$ cat src/hdl/srqs_pkg.sv
// Shared types, constants and helpers for the sorted ready-queue scheduler.
// Depends on nothing; every other file but srqs_ifs refers to it by scoped names.
package srqs_pkg;

  // Number of job slots in the cell chain.
  localparam int QUEUE_DEPTH = 8;
  // Width that can hold a fill count from zero up to QUEUE_DEPTH.
  localparam int FILL_W = $clog2(QUEUE_DEPTH + 1);

  // Ordering mode register codes.
  localparam logic [1:0] MODE_ARRIVAL = 2'd0;
  localparam logic [1:0] MODE_BURST   = 2'd1;
  localparam logic [1:0] MODE_PRIO    = 2'd2;
  localparam logic [1:0] MODE_RESET   = MODE_PRIO;

  // Result status codes.
  typedef enum logic [1:0] {
    STS_INSERTED   = 2'd0,
    STS_DISPATCHED = 2'd1,
    STS_FULL       = 2'd2,
    STS_EMPTY      = 2'd3
  } status_t;

  // Sequencer states of the top level.
  typedef enum logic [1:0] {
    S_IDLE,
    S_EXEC,
    S_WRITE
  } state_t;

  // One queued job.
  typedef struct packed {
    logic [7:0]  id;
    logic [7:0]  burst;
    logic [15:0] arrival;
    logic [3:0]  prio;
  } slot_t;

  // Control that the top level hands to the whole chain.
  typedef struct packed {
    logic       ins;
    logic       dsp;
    logic [1:0] mode;
  } chain_ctl_t;

  // Control that the chain hands to one cell.
  typedef struct packed {
    logic       ins;
    logic       dsp;
    logic       occ;
    logic [1:0] mode;
  } cell_ctl_t;

  // Sort key of a job under the given mode; arrival order and the unused
  // code give every job the same key, so inserts append at the tail.
  function automatic logic [7:0] key_of(slot_t s, logic [1:0] mode);
    logic [7:0] k;
    unique case (mode)
      MODE_BURST: k = s.burst;
      MODE_PRIO:  k = {4'd0, s.prio};
      default:    k = 8'd0;
    endcase
    return k;
  endfunction

endpackage

$ cat src/hdl/srqs_ifs.sv
// Valid/ready channel interfaces of the sorted ready-queue scheduler.
// Depends on nothing but the field widths of the block.

// Job operation channel.
interface srqs_in_if;
  logic        valid;
  logic        ready;
  logic        opcode;
  logic [7:0]  job_id;
  logic [7:0]  burst_len;
  logic [15:0] arrival_stamp;
  logic [3:0]  prio_level;

  modport source (output valid, opcode, job_id, burst_len, arrival_stamp, prio_level,
                  input ready);
  modport sink   (input valid, opcode, job_id, burst_len, arrival_stamp, prio_level,
                  output ready);
endinterface

// Result channel.
interface srqs_out_if;
  logic        valid;
  logic        ready;
  logic [1:0]  status;
  logic [7:0]  out_job_id;
  logic [15:0] finish_time;
  logic [15:0] turnaround;
  logic [15:0] wait_time;
  logic [3:0]  queue_fill;

  modport source (output valid, status, out_job_id, finish_time, turnaround, wait_time,
                  queue_fill, input ready);
  modport sink   (input valid, status, out_job_id, finish_time, turnaround, wait_time,
                  queue_fill, output ready);
endinterface

// Ordering mode write channel.
interface srqs_cfg_if;
  logic       valid;
  logic       ready;
  logic [1:0] data;

  modport source (output valid, data, input ready);
  modport sink   (input valid, data, output ready);
endinterface

$ cat src/hdl/srqs_cell.sv
// One slot of the sorted job chain: holds a job and trades it with its neighbors.
// Depends on srqs_pkg for the slot and control types and the key function.
module srqs_cell (
  input  logic              clk,
  input  srqs_pkg::cell_ctl_t ctl,
  input  srqs_pkg::slot_t   new_slot,
  input  srqs_pkg::slot_t   left_slot,
  input  srqs_pkg::slot_t   right_slot,
  input  logic              left_at_pos,
  output logic              at_pos,
  output srqs_pkg::slot_t   slot
);

  srqs_pkg::slot_t slot_r;
  logic            gt;

  // This cell is at or behind the insert point when its left neighbor is,
  // when it is free, or when its key is strictly greater than the new job's
  // key. Carrying the left flag keeps the point single even when a mode
  // change has left the queue unsorted under the current keys.
  assign gt     = srqs_pkg::key_of(slot_r, ctl.mode) > srqs_pkg::key_of(new_slot, ctl.mode);
  assign at_pos = left_at_pos || !ctl.occ || gt;
  assign slot   = slot_r;

  // Insert: the first cell at the insert point takes the new job, the ones
  // behind it take their left neighbor. Dispatch: every cell takes its right.
  always_ff @(posedge clk) begin
    if (ctl.dsp) begin
      slot_r <= right_slot;
    end else if (ctl.ins && at_pos) begin
      if (left_at_pos) begin
        slot_r <= left_slot;
      end else begin
        slot_r <= new_slot;
      end
    end
  end

endmodule

$ cat src/hdl/srqs_chain.sv
// Row of job cells that keeps the ready queue sorted, head at cell zero.
// Depends on srqs_pkg and srqs_cell.
module srqs_chain (
  input  logic                        clk,
  input  srqs_pkg::chain_ctl_t        ctl,
  input  logic [srqs_pkg::FILL_W-1:0] fill,
  input  srqs_pkg::slot_t             new_slot,
  output srqs_pkg::slot_t             head
);

  localparam int N  = srqs_pkg::QUEUE_DEPTH;
  localparam int FW = srqs_pkg::FILL_W;

  srqs_pkg::slot_t slots [N];
  logic [N-1:0]    at_pos;

  genvar i;
  generate
    for (i = 0; i < N; i++) begin : g_cell
      srqs_pkg::cell_ctl_t cctl;
      srqs_pkg::slot_t     left_s;
      srqs_pkg::slot_t     right_s;
      logic                left_p;

      // Occupancy of this cell follows from the fill count.
      assign cctl.ins  = ctl.ins;
      assign cctl.dsp  = ctl.dsp;
      assign cctl.mode = ctl.mode;
      assign cctl.occ  = fill > FW'(i);

      // Neighbor wiring; the first cell sees the new job on its left, the last sees itself on its right.
      if (i == 0) begin : g_first
        assign left_s = new_slot;
        assign left_p = 1'b0;
      end else begin : g_inner
        assign left_s = slots[i-1];
        assign left_p = at_pos[i-1];
      end
      if (i == N - 1) begin : g_last
        assign right_s = slots[i];
      end else begin : g_more
        assign right_s = slots[i+1];
      end

      srqs_cell u_cell (
        .clk        (clk),
        .ctl        (cctl),
        .new_slot   (new_slot),
        .left_slot  (left_s),
        .right_slot (right_s),
        .left_at_pos(left_p),
        .at_pos     (at_pos[i]),
        .slot       (slots[i])
      );
    end
  endgenerate

  assign head = slots[0];

endmodule

$ cat src/hdl/sorted_ready_queue_scheduler.sv
// Top level of the sorted ready-queue scheduler: sequencer, clock and result logic.
// Depends on srqs_pkg, the channel interfaces in srqs_ifs and srqs_chain.
//
//   channel   direction  payload                                            handshake
//   in_chan   in         opcode, job_id, burst_len, arrival_stamp, prio     valid/ready
//   out_chan  out        status, out_job_id, finish_time, turnaround,       valid/ready
//                        wait_time, queue_fill
//   cfg_chan  in         data = order_mode                                  valid/ready
//
// Each operation passes through an execute state, in which the cell chain shifts and the
// finish time is formed, and a write state, in which the result register is loaded.
// A new operation is taken in the cycle the result register loads.
// A stalled output holds the block in the load cycle; no operation is taken then.
// Reset (rst_n low, synchronous) empties the queue, clears the clock and sets
// the ordering mode to lowest priority number first; the configuration port
// is always ready.
module sorted_ready_queue_scheduler (
  input  logic              clk,
  input  logic              rst_n,
  srqs_in_if.sink           in_chan,
  srqs_out_if.source        out_chan,
  srqs_cfg_if.sink          cfg_chan
);

  localparam int FW = srqs_pkg::FILL_W;

  srqs_pkg::state_t     state_r, state_nxt;
  logic [FW-1:0]        fill_r, fill_nxt;
  logic [15:0]          clock_r, clock_nxt;
  logic [1:0]           mode_r;
  logic                 op_r;
  srqs_pkg::slot_t      new_r;

  srqs_pkg::status_t    res_status_r, res_status_nxt;
  logic [7:0]           res_id_r, res_id_nxt;
  logic [15:0]          res_end_r, res_end_nxt;
  logic [15:0]          res_arr_r, res_arr_nxt;
  logic [7:0]           res_burst_r, res_burst_nxt;

  logic                 out_valid_r;
  srqs_pkg::status_t    out_status_r;
  logic [7:0]           out_id_r;
  logic [15:0]          out_fin_r, out_tat_r, out_wt_r;
  logic [3:0]           out_fill_r;

  logic                 in_ready;
  logic                 in_acc;
  logic                 exec_en;
  logic                 out_load;
  logic                 full;
  logic                 empty;
  srqs_pkg::chain_ctl_t cctl;
  srqs_pkg::slot_t      head;
  logic [15:0]          start;
  logic [16:0]          sum;
  logic [15:0]          fin;
  logic [15:0]          tat;
  logic [15:0]          wt;

  // Handshakes.
  assign in_acc         = in_chan.valid && in_ready;
  assign in_chan.ready  = in_ready;
  assign cfg_chan.ready = 1'b1;

  // Next state of the sequencer.
  always_comb begin
    state_nxt = state_r;
    unique case (state_r)
      srqs_pkg::S_IDLE:  if (in_acc) state_nxt = srqs_pkg::S_EXEC;
      srqs_pkg::S_EXEC:  state_nxt = srqs_pkg::S_WRITE;
      srqs_pkg::S_WRITE: begin
        if (out_load) begin
          state_nxt = in_acc ? srqs_pkg::S_EXEC : srqs_pkg::S_IDLE;
        end
      end
      default: state_nxt = srqs_pkg::S_IDLE;
    endcase
  end

  // Sequencer outputs.
  always_comb begin
    in_ready = 1'b0;
    exec_en  = 1'b0;
    out_load = 1'b0;
    unique case (state_r)
      srqs_pkg::S_IDLE:  in_ready = 1'b1;
      srqs_pkg::S_EXEC:  exec_en = 1'b1;
      srqs_pkg::S_WRITE: begin
        out_load = !out_valid_r || out_chan.ready;
        in_ready = out_load;
      end
      default: in_ready = 1'b0;
    endcase
  end

  always_ff @(posedge clk) begin
    if (!rst_n) begin
      state_r <= srqs_pkg::S_IDLE;
    end else begin
      state_r <= state_nxt;
    end
  end

  // Ordering mode register.
  always_ff @(posedge clk) begin
    if (!rst_n) begin
      mode_r <= srqs_pkg::MODE_RESET;
    end else if (cfg_chan.valid) begin
      mode_r <= cfg_chan.data;
    end
  end

  // Captured operation.
  always_ff @(posedge clk) begin
    if (in_acc) begin
      op_r          <= in_chan.opcode;
      new_r.id      <= in_chan.job_id;
      new_r.burst   <= in_chan.burst_len;
      new_r.arrival <= in_chan.arrival_stamp;
      new_r.prio    <= in_chan.prio_level;
    end
  end

  // Chain control for the execute cycle.
  assign full      = fill_r >= FW'(srqs_pkg::QUEUE_DEPTH);
  assign empty     = fill_r == '0;
  assign cctl.ins  = exec_en && !op_r && !full;
  assign cctl.dsp  = exec_en && op_r && !empty;
  assign cctl.mode = mode_r;

  srqs_chain u_chain (
    .clk     (clk),
    .ctl     (cctl),
    .fill    (fill_r),
    .new_slot(new_r),
    .head    (head)
  );

  // Run the head job: start at the later of clock and arrival, saturate finish.
  assign start = (clock_r > head.arrival) ? clock_r : head.arrival;
  assign sum   = {1'b0, start} + {9'd0, head.burst};
  assign fin   = sum[16] ? 16'hFFFF : sum[15:0];

  // Execute-cycle results, fill count and clock.
  always_comb begin
    fill_nxt       = fill_r;
    clock_nxt      = clock_r;
    res_status_nxt = srqs_pkg::STS_INSERTED;
    res_id_nxt     = 8'd0;
    res_end_nxt    = 16'd0;
    res_arr_nxt    = 16'd0;
    res_burst_nxt  = 8'd0;
    if (!op_r) begin
      if (full) begin
        res_status_nxt = srqs_pkg::STS_FULL;
      end else begin
        fill_nxt = fill_r + FW'(1);
      end
    end else if (empty) begin
      res_status_nxt = srqs_pkg::STS_EMPTY;
    end else begin
      res_status_nxt = srqs_pkg::STS_DISPATCHED;
      fill_nxt       = fill_r - FW'(1);
      clock_nxt      = fin;
      res_id_nxt     = head.id;
      res_end_nxt    = fin;
      res_arr_nxt    = head.arrival;
      res_burst_nxt  = head.burst;
    end
  end

  always_ff @(posedge clk) begin
    if (!rst_n) begin
      fill_r  <= '0;
      clock_r <= 16'd0;
    end else if (exec_en) begin
      fill_r  <= fill_nxt;
      clock_r <= clock_nxt;
    end
  end

  always_ff @(posedge clk) begin
    if (exec_en) begin
      res_status_r <= res_status_nxt;
      res_id_r     <= res_id_nxt;
      res_end_r    <= res_end_nxt;
      res_arr_r    <= res_arr_nxt;
      res_burst_r  <= res_burst_nxt;
    end
  end

  // Turnaround and waiting time; a saturated finish can leave turnaround below the burst, so waiting is held at zero.
  assign tat = res_end_r - res_arr_r;
  assign wt  = (tat >= {8'd0, res_burst_r}) ? (tat - {8'd0, res_burst_r}) : 16'd0;

  // Output register.
  always_ff @(posedge clk) begin
    if (!rst_n) begin
      out_valid_r <= 1'b0;
    end else if (out_load) begin
      out_valid_r <= 1'b1;
    end else if (out_chan.ready) begin
      out_valid_r <= 1'b0;
    end
  end

  always_ff @(posedge clk) begin
    if (out_load) begin
      out_status_r <= res_status_r;
      out_id_r     <= res_id_r;
      out_fin_r    <= res_end_r;
      out_tat_r    <= tat;
      out_wt_r     <= wt;
      out_fill_r   <= 4'(fill_r);
    end
  end

  assign out_chan.valid       = out_valid_r;
  assign out_chan.status      = out_status_r;
  assign out_chan.out_job_id  = out_id_r;
  assign out_chan.finish_time = out_fin_r;
  assign out_chan.turnaround  = out_tat_r;
  assign out_chan.wait_time   = out_wt_r;
  assign out_chan.queue_fill  = out_fill_r;

endmodule

$ cat src/flat_wrapper.sv
// flat-port wrapper written by rule: the top's interface ports become plain ports
module sorted_ready_queue_scheduler_flat 
  (clk, rst_n, in_chan_valid, in_chan_opcode, in_chan_job_id, in_chan_burst_len, in_chan_arrival_stamp, in_chan_prio_level, in_chan_ready, out_chan_valid, out_chan_status, out_chan_out_job_id, out_chan_finish_time, out_chan_turnaround, out_chan_wait_time, out_chan_queue_fill, out_chan_ready, cfg_chan_valid, cfg_chan_data, cfg_chan_ready);
  srqs_in_if in_chan_i ();
  srqs_out_if out_chan_i ();
  srqs_cfg_if cfg_chan_i ();
  input  logic clk;
  input  logic rst_n;
  input wire logic [$bits(in_chan_i.valid)-1:0] in_chan_valid;
  input wire logic [$bits(in_chan_i.opcode)-1:0] in_chan_opcode;
  input wire logic [$bits(in_chan_i.job_id)-1:0] in_chan_job_id;
  input wire logic [$bits(in_chan_i.burst_len)-1:0] in_chan_burst_len;
  input wire logic [$bits(in_chan_i.arrival_stamp)-1:0] in_chan_arrival_stamp;
  input wire logic [$bits(in_chan_i.prio_level)-1:0] in_chan_prio_level;
  output wire logic [$bits(in_chan_i.ready)-1:0] in_chan_ready;
  output wire logic [$bits(out_chan_i.valid)-1:0] out_chan_valid;
  output wire logic [$bits(out_chan_i.status)-1:0] out_chan_status;
  output wire logic [$bits(out_chan_i.out_job_id)-1:0] out_chan_out_job_id;
  output wire logic [$bits(out_chan_i.finish_time)-1:0] out_chan_finish_time;
  output wire logic [$bits(out_chan_i.turnaround)-1:0] out_chan_turnaround;
  output wire logic [$bits(out_chan_i.wait_time)-1:0] out_chan_wait_time;
  output wire logic [$bits(out_chan_i.queue_fill)-1:0] out_chan_queue_fill;
  input wire logic [$bits(out_chan_i.ready)-1:0] out_chan_ready;
  input wire logic [$bits(cfg_chan_i.valid)-1:0] cfg_chan_valid;
  input wire logic [$bits(cfg_chan_i.data)-1:0] cfg_chan_data;
  output wire logic [$bits(cfg_chan_i.ready)-1:0] cfg_chan_ready;
  assign in_chan_i.valid = in_chan_valid;
  assign in_chan_i.opcode = in_chan_opcode;
  assign in_chan_i.job_id = in_chan_job_id;
  assign in_chan_i.burst_len = in_chan_burst_len;
  assign in_chan_i.arrival_stamp = in_chan_arrival_stamp;
  assign in_chan_i.prio_level = in_chan_prio_level;
  assign in_chan_ready = in_chan_i.ready;
  assign out_chan_valid = out_chan_i.valid;
  assign out_chan_status = out_chan_i.status;
  assign out_chan_out_job_id = out_chan_i.out_job_id;
  assign out_chan_finish_time = out_chan_i.finish_time;
  assign out_chan_turnaround = out_chan_i.turnaround;
  assign out_chan_wait_time = out_chan_i.wait_time;
  assign out_chan_queue_fill = out_chan_i.queue_fill;
  assign out_chan_i.ready = out_chan_ready;
  assign cfg_chan_i.valid = cfg_chan_valid;
  assign cfg_chan_i.data = cfg_chan_data;
  assign cfg_chan_ready = cfg_chan_i.ready;
  sorted_ready_queue_scheduler u_core (.clk(clk), .rst_n(rst_n), .in_chan(in_chan_i), .out_chan(out_chan_i), .cfg_chan(cfg_chan_i));
endmodule
$ cat config.mk
export PLATFORM = sky130hd
export DESIGN_NAME = sorted_ready_queue_scheduler_flat
export DESIGN_NICKNAME = d
export VERILOG_FILES = /design/src/hdl/srqs_pkg.sv /design/src/hdl/srqs_ifs.sv /design/src/hdl/srqs_cell.sv /design/src/hdl/srqs_chain.sv /design/src/hdl/sorted_ready_queue_scheduler.sv /design/src/flat_wrapper.sv
export SDC_FILE = /design/constraint.sdc
export NUM_CORES = 1
export LEC_CHECK = 0
export ABC_AREA = 0
export BUFFER_PORTS_ARGS = -buffer_cell sky130_fd_sc_hd__buf_4
export CELL_PAD_IN_SITES_DETAIL_PLACEMENT = 0
export CELL_PAD_IN_SITES_GLOBAL_PLACEMENT = 2
export CORE_ASPECT_RATIO = 0.7
export CORE_MARGIN = 2
export CORE_UTILIZATION = 45
export DETAILED_ROUTE_END_ITERATION = 10
export HOLD_SLACK_MARGIN = 0.12
export PLACE_DENSITY = 0.93
export SLEW_MARGIN = 15
export SYNTH_ARGS = -nofsm -noshare
export SYNTH_HDL_FRONTEND = slang
export SYNTH_SLANG_ARGS = --single-unit
$ cat constraint.sdc
create_clock -name clk -period 10.4 [get_ports clk]
set_input_delay 1.04 -clock clk [delete_from_list [all_inputs] [get_ports clk]]
set_output_delay 1.04 -clock clk [all_outputs]
set_load 0.02 [all_outputs]
## Word-level counts from Yosys, hierarchy flattened

Cells that the tools add are included.

- Flip-flop bits (word level): 462
- Output and inout bits: 65
- Word-level logic and storage cells: 191

- $add $sub $neg: 5
- Order comparisons: 19
- Equal/unequal tests: 8
- Mux-type cells: 47
- Bitwise operators: 3
- Reductions and logical operators: 56

Operators by type and width:

| operator | count |
|---|---|
| $mux 36 | 21 |
| $pmux 8 s2 | 9 |
| $gt 8x8->1 | 8 |
| $mux 16 | 2 |
| $add 16x8->17 | 1 |
| $ge 16x8->1 | 1 |
| $gt 16x16->1 | 1 |
| $gt 4x3->1 const B | 4 |
| $logic_or 1x1->1 | 16 |
| $reduce_bool 2->1 | 8 |
| $sub 16x16->16 | 1 |
| $sub 16x8->16 | 1 |
| $logic_and 1x1->1 | 13 |
| $logic_not 1->1 | 12 |
| $mux 4 | 3 |
| $mux 2 | 5 |
| $gt 4x1->1 const B | 2 |
| $gt 4x2->1 const B | 2 |
| $ne 2x1->1 const B | 3 |
| $pmux 2 s3 | 1 |
| $reduce_and 3->1 | 2 |
| $mux 1 | 5 |
| $add 4x1->4 const B | 1 |
| $eq 2x1->1 const B | 2 |
| 10 further kinds | 14 |

## Longest topological paths before layout

Gate-level depths: netlist of the first run.

- Word-level depth: 20
- Gate-level depth with buffers: 19
- Depth with buffers taken out: 17

## Modules after synthesis

Synthesis of the first run repeated with hierarchy kept, for this count alone.

- Cells, all modules: 2,425
- Area total of the unflattened synthesis: 26,808.2 µm²

Modules (own cells, without submodules):

| module | times used | cells each | area an instance (µm²) | sequential area each (µm²) |
|---|---|---|---|---|
| srqs_cell | 8 | 213 | 2,277.2 | 1,081.0 |
| sorted_ready_queue_scheduler | 1 | 711 | 8,523.2 | 4,974.8 |
| srqs_chain | 1 | 10 | 67.6 | 0.0 |

## Worst setup path after synthesis of the first run

Ideal clock, no wire load.

- Kind: register -> register
- From: register u_core.mode_r[0]
- To: register u_core.u_chain.g_cell[2].u_cell.slot_r (netlist bit u_core.u_chain.g_cell[2].u_cell.slot[0]), enable pin
- Setup time: 0.479 ns
- Arrival time: 5.695 ns
- Required time: 9.921 ns
- Path slack: 4.225 ns
- Cell stages (with the launch flop): 19
- Path buffers: 5
- Cells stage by stage: dfxtp_1 inv_1 ha_1 clkbuf_1 clkbuf_1 a22oi_1 or2_2 ha_1 nor2b_1 o21ai_0 nand2b_1 a21oi_1 o31a_1 buf_2 and3_1 and2_1 clkbuf_1 clkbuf_1 o21ai_0

- Word-level cells in the longest chain between the ends: 10
- Elaborated cells between the ends (all ways): 16
- Classes of those cells: order compare: 3; eq/ne: 2; mux: 4; reduce/logical: 7

RTL lines:

| element | line | text |
|---|---|---|
| from (decl) | sorted_ready_queue_scheduler.sv:30 | `logic [1:0] mode_r;` |
| from (signal assigned) | sorted_ready_queue_scheduler.sv:107 | `mode_r <= srqs_pkg::MODE_RESET;` |
| from (signal assigned) | sorted_ready_queue_scheduler.sv:109 | `mode_r <= cfg_chan.data;` |
| $eq 2x2->1 or $eq 2x1->1 (tied branches) | srqs_pkg.sv:58 | `unique case (mode)` |
| $pmux 8 s2 | srqs_pkg.sv:58 |  |
| $gt 8x8->1 | srqs_cell.sv:21 | `assign gt = srqs_pkg::key_of(slot_r, ctl.mode) > srqs_pkg::key_of(new_slot, ctl.mode);` |
| $logic_or 1x1->1 (4 in series) | srqs_cell.sv:22 | `assign at_pos = left_at_pos \|\| !ctl.occ \|\| gt;` |
| $logic_or 1x1->1 * | srqs_cell.sv:22 |  |
| $logic_and 1x1->1 * | srqs_cell.sv:30 | `end else if (ctl.ins && at_pos) begin` |
| $reduce_bool 2->1 (no line) * | n/a |  |
| to (signal assigned) | srqs_cell.sv:29 | `slot_r <= right_slot;` |
| to (signal assigned) | srqs_cell.sv:32 | `slot_r <= left_slot;` |
| to (signal assigned) | srqs_cell.sv:34 | `slot_r <= new_slot;` |
| to (decl) | srqs_cell.sv:14 | `srqs_pkg::slot_t slot_r;` |

Mark *: on every way between the ends. The rest lies on a longest branch, timed or not.
A chain may end at the register's enable or synchronous reset.

## Worst setup path in the final report of the first run

- From: register u_core.mode_r[0]
- To: register u_core.u_chain.g_cell[6].u_cell.slot_r (netlist bit u_core.u_chain.g_cell[6].u_cell.slot[1]), enable pin

- Word-level cells in the longest chain between the ends: 18
- Elaborated cells between the ends (all ways): 32
- Classes of those cells: order compare: 7; eq/ne: 2; mux: 8; reduce/logical: 15

RTL lines:

| element | line |
|---|---|
| $eq 2x2->1 or $eq 2x1->1 (tied branches) | srqs_pkg.sv:58 |
| $pmux 8 s2 | srqs_pkg.sv:58 |
| $gt 8x8->1 | srqs_cell.sv:21 |
| $logic_or 1x1->1 (12 in series) | srqs_cell.sv:22 |
| $logic_or 1x1->1 * | srqs_cell.sv:22 |
| $logic_and 1x1->1 * | srqs_cell.sv:30 |
| $reduce_bool 2->1 (no line) * | n/a |
| to (signal assigned) | srqs_cell.sv:29 |
| to (signal assigned) | srqs_cell.sv:32 |
| to (signal assigned) | srqs_cell.sv:34 |
| to (decl) | srqs_cell.sv:14 |

Marks and branches as above.

==> results of run 1 <==
power by group through the flow:
stage | Sequential [mW] | Combinational (mW) | Clock [mW]
2_1_floorplan | 2.27 | 0.540 | 0
3_3_place_gp | 2.29 | 0.778 | 0
3_5_place_dp | 2.30 | 0.799 | 0
4_1_cts | 2.26 | 0.802 | 1.74
5_1_grt | 2.27 | 0.885 | 1.82
6_report | 2.26 | 0.808 | 1.72
per-layer routing:
metal,share of wire [%],up-vias
met4,1.6,0
met2,44,849
met3,8.4,90
li1,-,8656
met1,46,9363
met5,0,-
through the flow:
stage | setup WS, ns | total power, mW | area, µm²
3_3_place_gp | 4.87 | 3.07 | 26300
5_1_grt | 4.42 | 4.97 | 27800
4_1_cts | 4.78 | 4.80 | 27800
6_report | 4.75 | 4.79 | 27800
3_5_place_dp | 4.81 | 3.09 | 26300
2_1_floorplan | 4.23 | 2.81 | 24800
logic make-up after synthesis:
family | share of synthesized area, %
other | 0.0151
AND/OR/NAND/NOR | 14.7
AO/OA/AOI/OAI | 16.1
XOR/XNOR | 1.27
buffers and inverters | 3.52
adder cells (fa/ha/maj) | 5.74
multiplexers | 3.67
flip-flops | 54.9
layout make-up:
cell class	count	share of cell area (%)
Sequential cell	462	49.0
Multi-Input combinational cell	1622	37.7
Clock buffer	61	4.64
Timing Repair Buffer	141	3.81
Tap cell	730	3.29
Clock inverter	26	0.810
Inverter	58	0.783
Antenna cell	1	0.00900
cell usage after synthesis, types with 9 or more instances:
library cell | number | share of area [%]
clkbuf_1 | 142 | 2.1
or2_2 | 12 | 0.30
mux2_4 | 29 | 1.8
o21a_1 | 17 | 0.51
nor2_1 | 203 | 3.1
and2_1 | 72 | 1.8
o21ai_0 | 83 | 1.7
a21o_1 | 49 | 1.5
and3_1 | 26 | 0.66
a221o_1 | 72 | 2.9
xor2_1 | 12 | 0.42
nand4_1 | 12 | 0.30
o311ai_0 | 37 | 1.3
a22oi_1 | 32 | 0.97
mux2_2 | 12 | 0.54
a211oi_1 | 21 | 0.64
dfxtp_1 | 25 | 2.0
xnor2_1 | 24 | 0.85
inv_1 | 57 | 0.86
nand2_1 | 326 | 4.9
nor2b_1 | 17 | 0.43
a31oi_1 | 76 | 1.9
nand2b_1 | 9 | 0.23
nor3_1 | 15 | 0.30
ha_1 | 109 | 5.5
edfxtp_1 | 437 | 53
nand3_1 | 95 | 1.9
a21oi_1 | 157 | 3.2
mux2i_1 | 34 | 1.4
worst paths after layout:
| path | depth (start not counted) | to | from |
|---|---|---|---|
| setup / recovery | 14 | u_core.u_chain.g_cell[6].u_cell.slot[1] | u_core.mode_r[0] |
| hold / removal | 0 | u_core.out_chan.out_job_id[1] | u_core.res_id_r[1] |
| setup reg to reg | 14 | u_core.u_chain.g_cell[6].u_cell.slot[1] | u_core.mode_r[0] |
| hold reg to reg | 0 | u_core.out_chan.out_job_id[1] | u_core.res_id_r[1] |
sequential cells by signal (all words and copies together), names as in the netlist:
name	flops
u_core.u_chain.g_cell.u_cell.slot	288
u_core.new_r	36
u_core.clock_r	16
u_core.out_chan.finish_time	16
u_core.out_chan.turnaround	16
u_core.out_chan.wait_time	16
u_core.res_arr_r	16
u_core.res_end_r	16
u_core.out_chan.out_job_id	8
u_core.res_burst_r	8
u_core.res_id_r	8
u_core.fill_r	4
u_core.out_chan.queue_fill	4
u_core.mode_r	2
u_core.out_chan.status	2
u_core.res_status_r	2
u_core.state_r	2
u_core.op_r	1
u_core.out_chan.valid	1
worst max-delay path, stage by stage, from the launching register on:
cell	delay, ns
dfxtp_1	0.37
inv_1	0.06
ha_1	0.63
or2_2	0.55
ha_1	0.34
nor2b_1	0.13
o21ai_0	0.15
a21oi_1	0.09
nor3_1	0.33
o32ai_4	0.15
buf_4	0.33
nor2_4	0.14
or4b_2	0.90
buf_4	0.41
a21o_2	0.61
==> impl_metrics.json, run 1 <==
{
  "ant_nets": 0,
  "hold_viol": 0,
  "regArea_mm2": 0.0136,
  "clkLatencyLatePin_ns": 0.61,
  "tightest_slew_ns": 1.13,
  "p_int_mw": 3.40,
  "clock.fmax_mhz": 177,
  "synth_seq_cells": 462,
  "peakVddDrop_mv": 0.119,
  "netlist_area_mm2": 0.0248,
  "viasPerCell": 6.11,
  "h-tree-depth": 2,
  "clock_power_share_pct": 36.0,
  "pwr-share-seq_pct": 47.2,
  "rows": 71,
  "grt_use_met1_pct": 37.2,
  "root_buffer": "clkbuf_16",
  "yosysWarnings": 0,
  "path_max_fanout": 39,
  "fin_util_pct": 51.4,
  "finalWirelength_um": 73100,
  "numPlacedInstances": 3013,
  "dr.pass1.iters": 8,
  "maxCapViolCount": 0,
  "dr.first_iter.drc_count": 1912,
  "path_clk_slew_ns": 0.07,
  "dieArea_mm2": 0.0570,
  "place_hpwl_um": 46700,
  "layout_commonest_cell": "edfxtp_1",
  "antenna_found_initial": 3,
  "postCtsSetupRepairBufs": 0,
  "vias": 19000,
  "cts_buffers": 47,
  "p_leak_nw": 10.5,
  "slew_violations": 0,
  "grt.met2_usage_pct": 37.7,
  "p_switching_mw": 1.39,
  "fin_cells": 3101,
  "ys_types": 70,
  "hold_class": "reg2reg",
  "drive_above_1_share_pct": 12.7,
  "combPwrFrac_pct": 16.9,
  "synth_edf_count": 437,
  "rrSetupSlack_ns": 4.75,
  "busiest_layer": "met2",
  "cp.required_ns": 10.60,
  "grt_use_total_pct": 25.1,
  "clock_sinks": 462,
  "rsz0062_at_grt": "no",
  "grt_max_degree": 86,
  "cts_tree": "built",
  "path_class": "reg2reg",
  "finalSetupViolations": 0,
  "cts_hold_buf": 0,
  "port_buffers": 107,
  "fillers": 4761,
  "arrival_ns": 5.85,
  "start_kind": "register",
  "wl_per_cell_um": 23.6,
  "finClkSkew_ns": 0.0185,
  "min_period_ns": 5.65,
  "syn-num-nets": 2460,
  "fp.dieH_um": 200,
  "fin_tns_setup_ns": 0,
  "gr-usage-met3_pct": 5.23,
  "drc": 0,
  "end_kind": "register",
  "grt_pass1_wl_um": 111000,
  "pin_count": 109,
  "fin_crit_sh_pct": 54.3,
  "status": "complete, no violations",
  "async_flop_share_pct": 0,
  "syn_inst": 2304,
  "die_x_um": 285,
  "multi_input_area_mm2": 0.0105,
  "gp_congestion": 0.863,
  "ctsResizeCount": 0,
  "swShare_pct": 29.1,
  "hold_ws_ns": 0.421,
  "num-nets-final": 2488,
  "grt_pass1_vias": 17900,
  "core_mm2": 0.0541,
  "synth_top_flop_cell": "edfxtp_1",
  "cts_max_path_buffers": 3,
  "final_cell_mix": "edfxtp_1, nand2_1, nor2_1, a21oi_1, buf_4",
  "grt_overflow": 0,
  "slew_headroom_pct": 24.6,
  "synthToLayoutAreaGrowth_pct": 12.1,
  "post_synth.cell_area_avg_um2": 10.8,
  "initial_core_util_pct": 45.8,
  "ys_seq_area_share_pct": 54.9,
  "power.density_mw_per_mm2": 172
}
(Power assumes the default switching activity.)
==> inputs of run 2 (changes only) <==
--- a/config.mk
+++ b/config.mk
@@ -11,10 +11,10 @@
 export CELL_PAD_IN_SITES_GLOBAL_PLACEMENT = 2
 export CORE_ASPECT_RATIO = 0.7
 export CORE_MARGIN = 2
-export CORE_UTILIZATION = 45
+export CORE_UTILIZATION = 42
 export DETAILED_ROUTE_END_ITERATION = 10
 export HOLD_SLACK_MARGIN = 0.12
-export PLACE_DENSITY = 0.93
+export PLACE_DENSITY = 0.88
 export SLEW_MARGIN = 15
 export SYNTH_ARGS = -nofsm -noshare
 export SYNTH_HDL_FRONTEND = slang
==> constraint.sdc (replaced) <==
create_clock -name clk -period 5.3 [get_ports clk]
set_input_delay 0.53 -clock clk [delete_from_list [all_inputs] [get_ports clk]]
set_output_delay 0.53 -clock clk [all_outputs]
set_load 0.02 [all_outputs]
==> run 2 against run 1 <==
  * Final area is 2.4% higher
  * Clock-buffer cell count is 1 higher
  * Fmax is 18% higher
  * Global-route usage is 1.2 points lower
  * Cell count is 2.8% higher
  * Via count is 1.1% higher
  * Non-clock buffer count is 55 higher
  * Highest routed layer unchanged
  * Sequential power is 96% higher
  * Clock power is 95% higher
  * Register-to-register slack worse by 4.2 ns
==> impl_metrics.json, run 2 (synthesis results as in run 1) <==
{
  "regArea_mm2": 0.0136,
  "root_buffer": "clkbuf_16",
  "num-nets-final": 2544,
  "peakVddDrop_mv": 0.242,
  "cp_cell_sequence": "inv_1 -> ha_1 -> buf_12 -> a22oi_1 -> nor2_1 -> ha_1 -> and3_1 -> nand3_1 -> o22ai_1 -> a21oi_1 -> a211oi_2 -> nand3_2 -> buf_4 -> nor2_4 -> buf_4 -> a221o_1",
  "fillers": 5257,
  "cts_buffers": 48,
  "fin_tns_setup_ns": 0,
  "rows": 74,
  "fin_crit_sh_pct": 90.4,
  "initial_core_util_pct": 42.5,
  "dr.first_iter.drc_count": 2128,
  "vias": 19200,
  "drive_above_1_share_pct": 12.9,
  "maxCapViolCount": 0,
  "clkLatencyLatePin_ns": 0.61,
  "grt_overflow": 0,
  "grt_use_total_pct": 23.9,
  "hold_depth": 2,
  "worstHoldEndpoint": "u_core.state_r[0]",
  "cp.required_ns": 5.65,
  "hp-start": "in_chan_valid",
  "pin_count": 109,
  "antennaDiodeCount": 0,
  "finClkSkew_ns": 0.0137,
  "worst_r2r_path_depth": 16,
  "synthToLayoutAreaGrowth_pct": 14.7,
  "grt_pass1_vias": 18200,
  "gp_congestion": 0.861,
  "r2r-start": "u_core.mode_r[0]",
  "place_hpwl_um": 48100,
  "layout_commonest_cell": "edfxtp_1",
  "grt_pass1_wl_um": 112000,
  "min_period_ns": 4.79,
  "h-tree-depth": 2,
  "finalSetupViolations": 0,
  "slew_violations": 0,
  "hold_viol": 0,
  "dieArea_mm2": 0.0610,
  "fin_util_pct": 48.8,
  "drc": 0,
  "hold_class": "in2reg",
  "path_clk_slew_ns": 0.06,
  "multi_input_area_mm2": 0.0105,
  "antenna_found_initial": 2,
  "clock.fmax_mhz": 209,
  "timing.rr.end": "u_core.u_chain.g_cell[5].u_cell.slot[27]",
  "power.density_mw_per_mm2": 332,
  "cts_tree": "built",
  "finalWirelength_um": 74300,
  "start_kind": "register",
  "die_x_um": 294,
  "status": "complete, no violations",
  "p_leak_nw": 10.8,
  "worst_path_dominant_cell_family": "buffers and inverters",
  "core_mm2": 0.0583,
  "path_max_fanout": 74,
  "arrival_ns": 5.14,
  "tightest_slew_ns": 1.12,
  "grt_max_degree": 159,
  "path_class": "reg2reg",
  "viasPerCell": 6.01,
  "port_buffers": 107,
  "cts_hold_buf": 37,
  "crit_path_max_incr_delay_ns": 0.78,
  "pre_cts_ws_ns": 0.561,
  "final_cell_mix": "edfxtp_1, nand2_1, nor2_1, a21oi_1, buf_4",
  "dr.pass1.iters": 6,
  "slew_headroom_pct": 25.1,
  "clock_sinks": 462,
  "rrSetupSlack_ns": 0.51,
  "cpMaxStageDelayCell": "buf_4",
  "timing.final.ws_setup_ns": 0.507,
  "rsz0062_at_grt": "no",
  "postCtsSetupRepairBufs": 0,
  "fp.dieH_um": 207,
  "ctsResizeCount": 0,
  "wl_per_cell_um": 23.3,
  "ant_nets": 0,
  "largest_reg_flops": 288,
  "end_kind": "register",
  "cts_max_path_buffers": 3,
  "path_buf_inv": 4
}
## run 2: worst max path at each step
| stage | startpoint | end | slack [ns] | depth (start not counted) |
|---|---|---|---|---|
| final | u_core.mode_r[0] | u_core.u_chain.g_cell[5].u_cell.slot[27] | 0.51 | 16 |
| after global routing | u_core.u_chain.g_cell[0].u_cell.slot[12] | u_core.res_end_r[14] | 0.23 | 17 |
| after CTS | u_core.u_chain.g_cell[0].u_cell.slot[12] | u_core.res_end_r[14] | 0.54 | 17 |
| after detailed placement | u_core.u_chain.g_cell[0].u_cell.slot[12] | u_core.res_end_r[14] | 0.56 | 17 |
| after global placement | u_core.mode_r[0] | u_core.u_chain.g_cell[5].u_cell.slot[24] | 0.69 | 16 |
| after floorplan | u_core.mode_r[0] | u_core.u_chain.g_cell[2].u_cell.slot[0] | 0.10 | 18 |
## run 2: metrics by stage
stage / hold WS (ns) / instances / total power, mW / cell area [µm²]
2_1_floorplan: 0.400 / 2304 / 5.51 / 24800
3_3_place_gp: 0.406 / 3061 / 6.08 / 26600
3_5_place_dp: 0.405 / 3061 / 6.12 / 26600
4_1_cts: 0.136 / 3187 / 9.51 / 28500
5_1_grt: 0.149 / 3187 / 9.82 / 28500
6_report: 0.173 / 3187 / 9.45 / 28500
## run 2: area by class of cell
class                           count  area share, %
Tap cell                          760           3.34
Clock inverter                     27          0.888
Inverter                           58          0.765
Sequential cell                   462           47.9
Clock buffer                       62           4.48
Multi-Input combinational cell   1622           36.8
Timing Repair Buffer              196           5.89
## run 2: power by group
part	internal (mW)	total, mW	switching (mW)
Sequential	4.28	4.43	0.151
Combinational	0.595	1.66	1.06
Clock	1.86	3.36	1.51
## run 2: metal layers
metal  GRT usage (%)  share of wire, %  vias to the layer above
met2            35.8                44                      895
li1                -                 -                     8761
met1            35.2                44                     9378
met5               0                 0                        -
met4            7.05               2.4                        0
met3            4.65               9.2                      124
## run 2: worst reg2reg max path, stage by stage (launching register included)
cell and delay [ns]:
dfxtp_1 0.33, inv_1 0.06, ha_1 0.45, buf_12 0.22
a22oi_1 0.11, nor2_1 0.49, ha_1 0.33, and3_1 0.16
nand3_1 0.08, o22ai_1 0.08, a21oi_1 0.37, a211oi_2 0.10
nand3_2 0.10, buf_4 0.78, nor2_4 0.11, buf_4 0.36
a221o_1 0.40
